## src/rtl/gsb_pkg.sv

```systemverilog
package gsb_pkg;

  localparam int VID_W    = 6;
  localparam int ACT_W    = 3;
  localparam int ID_SPACE = 2 ** VID_W;

  localparam logic [ACT_W-1:0] ACT_ADD_V = 3'd0;
  localparam logic [ACT_W-1:0] ACT_DEL_V = 3'd1;
  localparam logic [ACT_W-1:0] ACT_ADD_E = 3'd2;
  localparam logic [ACT_W-1:0] ACT_DEL_E = 3'd3;
  localparam logic [ACT_W-1:0] ACT_ADJ   = 3'd4;
  localparam logic [ACT_W-1:0] ACT_PRES  = 3'd5;
  localparam logic [ACT_W-1:0] ACT_BIP   = 3'd6;

  // adjacency row read address source
  localparam logic [1:0] SRC_A   = 2'd0;
  localparam logic [1:0] SRC_B   = 2'd1;
  localparam logic [1:0] SRC_IDX = 2'd2;
  localparam logic [1:0] SRC_QV  = 2'd3;

  // adjacency row write kind
  localparam logic [1:0] WR_NONE  = 2'd0;
  localparam logic [1:0] WR_A     = 2'd1;
  localparam logic [1:0] WR_B     = 2'd2;
  localparam logic [1:0] WR_SWEEP = 2'd3;

  typedef struct packed {
    logic       take;
    logic       pres_set;
    logic       pres_clr;
    logic       row_rd;
    logic [1:0] row_src;
    logic [1:0] row_wr;
    logic       idx_clr;
    logic       idx_inc;
    logic       seed_clr;
    logic       seed_inc;
    logic       colour_clr;
    logic       seed_mark;
    logic       pop;
    logic       scan_mark;
    logic       out_load;
    logic       out_ans;
  } cmd_t;

  typedef struct packed {
    logic [ACT_W-1:0] action;
    logic             a_ok;
    logic             b_ok;
    logic             pres_a;
    logic             pres_b;
    logic             a_eq_b;
    logic             row_bit_b;
    logic             row_bit_u;
    logic             col_u;
    logic             cold_u;
    logic             cv;
    logic             pres_s;
    logic             cold_s;
    logic             idx_last;
    logic             seed_last;
    logic             q_empty;
    logic             out_busy;
  } status_t;

endpackage

```

## src/rtl/gsb_ctrl.sv

```systemverilog
module gsb_ctrl (
  input  logic             clk,
  input  logic             rst,
  input  logic             item_valid,
  output logic             item_ready,
  input  gsb_pkg::status_t st,
  output gsb_pkg::cmd_t    cmd
);

  localparam logic [3:0] S_IDLE     = 4'd0;
  localparam logic [3:0] S_DECODE   = 4'd1;
  localparam logic [3:0] S_EDGE_A   = 4'd2;
  localparam logic [3:0] S_EDGE_B   = 4'd3;
  localparam logic [3:0] S_SWEEP_RD = 4'd4;
  localparam logic [3:0] S_SWEEP_WR = 4'd5;
  localparam logic [3:0] S_SEED     = 4'd6;
  localparam logic [3:0] S_POP      = 4'd7;
  localparam logic [3:0] S_POP_WAIT = 4'd8;
  localparam logic [3:0] S_SCAN     = 4'd9;
  localparam logic [3:0] S_FINISH   = 4'd10;

  logic [3:0] state, state_next;
  logic       held, held_next;
  logic       fin, fin_val;

  assign item_ready = (state == S_IDLE);

  always_ff @(posedge clk) begin
    if (rst) begin
      state <= S_IDLE;
      held  <= 1'b0;
    end else begin
      state <= state_next;
      held  <= held_next;
    end
  end

  always_comb begin
    cmd        = '0;
    state_next = state;
    held_next  = held;
    fin        = 1'b0;
    fin_val    = 1'b0;

    case (state)
      S_IDLE: begin
        cmd.take = item_valid;
        if (item_valid) begin
          state_next = S_DECODE;
        end
      end

      S_DECODE: begin
        case (st.action)
          gsb_pkg::ACT_ADD_V: begin
            fin          = 1'b1;
            fin_val      = st.a_ok && !st.pres_a;
            cmd.pres_set = st.a_ok && !st.pres_a;
          end
          gsb_pkg::ACT_DEL_V: begin
            if (st.pres_a) begin
              cmd.pres_clr = 1'b1;
              cmd.idx_clr  = 1'b1;
              state_next   = S_SWEEP_RD;
            end else begin
              fin = 1'b1;
            end
          end
          gsb_pkg::ACT_ADD_E: begin
            if (st.pres_a && st.pres_b && !st.a_eq_b) begin
              cmd.row_rd  = 1'b1;
              cmd.row_src = gsb_pkg::SRC_A;
              state_next  = S_EDGE_A;
            end else begin
              fin = 1'b1;
            end
          end
          gsb_pkg::ACT_DEL_E: begin
            if (st.pres_a && st.pres_b) begin
              cmd.row_rd  = 1'b1;
              cmd.row_src = gsb_pkg::SRC_A;
              state_next  = S_EDGE_A;
            end else begin
              fin = 1'b1;
            end
          end
          gsb_pkg::ACT_ADJ: begin
            if (st.pres_a && st.b_ok) begin
              cmd.row_rd  = 1'b1;
              cmd.row_src = gsb_pkg::SRC_A;
              state_next  = S_EDGE_A;
            end else begin
              fin = 1'b1;
            end
          end
          gsb_pkg::ACT_PRES: begin
            fin     = 1'b1;
            fin_val = st.pres_a;
          end
          gsb_pkg::ACT_BIP: begin
            cmd.colour_clr = 1'b1;
            cmd.seed_clr   = 1'b1;
            state_next     = S_SEED;
          end
          default: begin
            fin = 1'b1;
          end
        endcase
      end

      S_EDGE_A: begin
        if (st.action == gsb_pkg::ACT_ADJ) begin
          fin     = 1'b1;
          fin_val = st.row_bit_b;
        end else if (st.action == gsb_pkg::ACT_DEL_E && !st.row_bit_b) begin
          fin = 1'b1;
        end else begin
          cmd.row_wr  = gsb_pkg::WR_A;
          cmd.row_rd  = 1'b1;
          cmd.row_src = gsb_pkg::SRC_B;
          state_next  = S_EDGE_B;
        end
      end

      S_EDGE_B: begin
        cmd.row_wr = gsb_pkg::WR_B;
        fin        = 1'b1;
        fin_val    = 1'b1;
      end

      S_SWEEP_RD: begin
        cmd.row_rd  = 1'b1;
        cmd.row_src = gsb_pkg::SRC_IDX;
        state_next  = S_SWEEP_WR;
      end

      S_SWEEP_WR: begin
        cmd.row_wr = gsb_pkg::WR_SWEEP;
        if (st.idx_last) begin
          fin     = 1'b1;
          fin_val = 1'b1;
        end else begin
          cmd.idx_inc = 1'b1;
          state_next  = S_SWEEP_RD;
        end
      end

      S_SEED: begin
        if (st.pres_s && !st.cold_s) begin
          cmd.seed_mark = 1'b1;
          state_next    = S_POP;
        end else if (st.seed_last) begin
          fin     = 1'b1;
          fin_val = 1'b1;
        end else begin
          cmd.seed_inc = 1'b1;
        end
      end

      S_POP: begin
        if (!st.q_empty) begin
          cmd.pop    = 1'b1;
          state_next = S_POP_WAIT;
        end else if (st.seed_last) begin
          fin     = 1'b1;
          fin_val = 1'b1;
        end else begin
          cmd.seed_inc = 1'b1;
          state_next   = S_SEED;
        end
      end

      S_POP_WAIT: begin
        cmd.row_rd  = 1'b1;
        cmd.row_src = gsb_pkg::SRC_QV;
        cmd.idx_clr = 1'b1;
        state_next  = S_SCAN;
      end

      S_SCAN: begin
        // neighbor already coloured with the same colour: odd cycle
        if (st.row_bit_u && st.cold_u && (st.col_u == st.cv)) begin
          fin = 1'b1;
        end else begin
          cmd.scan_mark = st.row_bit_u && !st.cold_u;
          if (st.idx_last) begin
            state_next = S_POP;
          end else begin
            cmd.idx_inc = 1'b1;
          end
        end
      end

      S_FINISH: begin
        if (!st.out_busy) begin
          cmd.out_load = 1'b1;
          cmd.out_ans  = held;
          state_next   = S_IDLE;
        end
      end

      default: begin
        state_next = S_IDLE;
      end
    endcase

    if (fin) begin
      if (!st.out_busy) begin
        cmd.out_load = 1'b1;
        cmd.out_ans  = fin_val;
        state_next   = S_IDLE;
      end else begin
        held_next  = fin_val;
        state_next = S_FINISH;
      end
    end
  end

endmodule

```

## config.mk

```make
export PLATFORM = sky130hd
export DESIGN_NAME = gsb_ctrl
export DESIGN_NICKNAME = d
export VERILOG_FILES = /design/src/rtl/gsb_pkg.sv /design/src/rtl/gsb_ctrl.sv
export SDC_FILE = /design/constraint.sdc
export NUM_CORES = 1
export LEC_CHECK = 0
export ABC_AREA = 1
export BUFFER_PORTS_ARGS = -buffer_cell sky130_fd_sc_hd__buf_4
export CORE_MARGIN = 10
export CORE_UTILIZATION = 44
export CTS_BUF_LIST = sky130_fd_sc_hd__clkbuf_4
export CTS_CLUSTER_SIZE = 24
export DETAILED_ROUTE_END_ITERATION = 12
export GPL_TIMING_DRIVEN = 0
export PLACE_DENSITY = 0.76
export SYNTH_ARGS = -nofsm -noshare
export SYNTH_HDL_FRONTEND = slang
export SYNTH_SLANG_ARGS = --single-unit
```

## constraint.sdc

```tcl
create_clock -name clk -period 3.3 [get_ports clk]
set_input_delay 0.33 -clock clk [delete_from_list [all_inputs] [get_ports clk]]
set_output_delay 0.33 -clock clk [all_outputs]
set_load 0.01 [all_outputs]
```

==> metrics.md <==
| Metric | Value |
|---|---|
| Fmax | `about 490 MHz` |
| R2R Path End | `state[1]` |
| Layout overhead on the synthesized area | `42.4%` |
| Die width | `~64 µm` |
| Nets | `227` |
| Clock Skew | `approximately 0.0081 ns` |
| CP max FO | `6` |
| Least-Margin Pin Slew | `roughly 0.34 ns` |
| Max-slew violations | `0` |
| Crit path launch type | `register` |
| Max-Cap Viols | `0` |
| CTS Buf Count | `3` |
| Overall global routing resource usage | `between 10% and 20%` |
| Synth Area in Compound Gates | `between 10% and 20%` |
| Core ar. | `1760 µm²` |
| Clock period minus worst slack | `between 2 and 2.5 ns` |
| H-tree depth | `1` |
| Setup TNS | `0 ns` |
| Normalized max-slew margin | `between 70 and 80%` |
| Die ar. | `4040 µm²` |
| Mux cell area share after synthesis | `0%` |
| Netlist cell types | `24` |
| Adder-cell share of the synthesized area | `0%` |
| Main combinational cell family by area after synthesis | `simple AND/OR/NAND/NOR gates` |
| Worst-Skew Late Latency | `approximately 0.24 ns` |
| Cells after Synth | `approximately 160` |
| Reg2Reg Depth | `11` |
| Worst r2r src | `state[3]` |
| Port buffer count | `39` |
| Number of setup buffers added after CTS | `0` |
| Hold Fails Final Rpt | `0` |
| Worst Setup EP | `cmd[1]` |
| DRT Wirelength | `approximately 2800 µm` |
| First-pass GRT wire length | `~4500 µm` |
| Root buf cell | `clkbuf_4` |
| Yosys warns | `0` |
| Setup repair after global routing missed its margin | `false` |
| Register area share after synthesis | `a little under an eighth` |
| Pwr dens | `a little under 600 nW/µm²` |
| Initial antenna violation count | `0` |
| Leakage power | `~0.00067 µW` |
| Syn nets | `about 180` |
| CTS tree | `built` |
| Grt total ovfl | `0` |
| Placer Congestion | `~0.93` |
| Pre-Repair DR Iteration Count | `4` |
| Starting Density | `~47%` |
| Synth Register Bits | `5` |
| Placement row count | `15` |
| Placed Cells | `225` |
| Worst Hold Class | `input pin to register` |
| Layout cells sized above 1 | `around 33%` |
| Vias in the first global route | `1,029` |
| Status | `finished, final reports clean` |
| VDD IR max | `approximately 0.50 mV` |
| DRT iter0 DRCs | `59` |
| Synth Area in Simple Gates | `around 65%` |
| CP required | `2.97 ns` |
| Final non-filler cell total | `between 200 and 250` |
| Most frequent cells in the layout | `nand2_1 (48), buf_4 (42), nor2_1 (28)` |
| Synth Area in XOR/XNOR | `0%` |
| Clock sinks | `5` |
| R2R setup slack | `~1.8 ns` |
| Fillers | `189` |
| Pin count of the biggest net entering global routing | `10` |
| DIE HEIGHT | `around 64 µm` |
| Cts repair resizes | `0` |
| Antenna Cells | `0` |
| DRC Markers | `0` |
| Mapped Area | `between 800 and 900 µm²` |
| IO Count | `41` |
| Post-DP HPWL | `approximately 2500 µm` |
| Crit. Startpoint | `state[3]` |
| Clk slew on worst S/H paths | `approximately 0.050 ns` |
| Most common cell after layout, fill and taps aside | `nand2_1` |
| Antenna viol nets, final | `0` |
| Crit. End Element | `primary output` |
| Via-per-instance ratio | `approximately 5.1` |
| Final setup violation count | `0` |
| WS Path Type | `register to primary output` |
| Clk buf depth | `2` |
| Wire length per cell | `between 10 and 15 µm` |
| WP data arrival | `between 1.5 and 2 ns` |
| # hold bufs at CTS | `0` |
| Vias | `1,159` |
| Average cell area after synthesis | `a little over 5 µm²` |
| Period Utilization, post-route | `between 60% and 70%` |
how the worst min path moves through the flow:
| stage | startpoint | slack (ns) | end | cells past startpoint |
|---|---|---|---|---|
| 4_1_cts | rst | 0.25 | state[0] | 2 |
| 6_report | rst | 0.25 | state[0] | 2 |
| 2_1_floorplan | rst | 0.40 | state[0] | 1 |
| 3_3_place_gp | held | 0.48 | held | 2 |
| 3_5_place_dp | held | 0.49 | held | 2 |
| 5_1_grt | rst | 0.25 | state[0] | 2 |
where the power goes:
group | internal [µW] | total [µW] | switching [µW]
clock | 53.9 | 79.0 | 25.1
sequential | 82.2 | 105 | 22.5
combinational | 215 | 522 | 307
cells in the mapped netlist (all sizes together):
cell type,number,area share (%)
nand4,8,6.0
o32ai,1,1.0
nand2,57,29
a21oi,4,2.8
buf,3,2.7
o21a,1,0.90
nor2,33,18
nand3b,1,0.90
nand3,17,11
o31ai,1,0.90
o22ai,1,0.75
dfxtp,5,12
o211ai,1,0.90
o21ai,6,3.6
inv,21,9.4
nor4,1,0.75
flip-flops by register name, indices dropped and copies added (netlist names):
register	cells
state	4
held	1
cell families after synthesis:
family                 after synthesis
buffers and inverters               24
flip-flops                           5
AND/OR/NAND/NOR                    117
AO/OA/AOI/OAI                       15
area by class of cell:
cell class / instances / area [µm²] / area share [%]
multi-input combinational: 132 / 633 / 53.3
timing repair buffer: 39 / 293 / 24.6
clock buffer: 4 / 30.0 / 2.53
inverter: 21 / 78.8 / 6.63
sequential: 5 / 100 / 8.42
tap: 25 / 31.3 / 2.63
buffer: 3 / 22.5 / 1.89
per-stage QoR:
stage               utilization (%)  worst slack (ns)  hold WS, ns  cell area (µm²)  power, µW
floorplan                         -              1.68        0.399              835        444
global placement               65.7              1.54        0.482             1160        624
detailed placement             65.7              1.51        0.490             1160        629
CTS                            67.4              1.26        0.250             1190        710
global route                   67.4              1.16        0.248             1190        775
finish                         67.4              1.27        0.251             1190        706
worst max-delay path, cell delays in order (launching register included):
cell	delay (ns)
dfxtp_1	0.45
nor2_1	0.13
nand2_1	0.12
nand2_1	0.07
nand2_2	0.10
nand2_2	0.07
nor2_4	0.14
nand2_4	0.08
o21a_1	0.17
buf_4	0.14
metal layers:
| layer | vias up | share of wire [%] | wire (µm) | track usage (%) |
|---|---|---|---|---|
| met2 | 46 | 44 | 1240 | 21.1 |
| met1 | 505 | 46 | 1290 | 15.9 |
| met5 | - | 0 | 0 | 0 |
| met4 | 0 | 0 | 0 | 0 |
| li1 | 608 | - | - | - |
| met3 | 0 | 9.8 | 274 | 4.77 |
(Power assumes the default switching activity.)
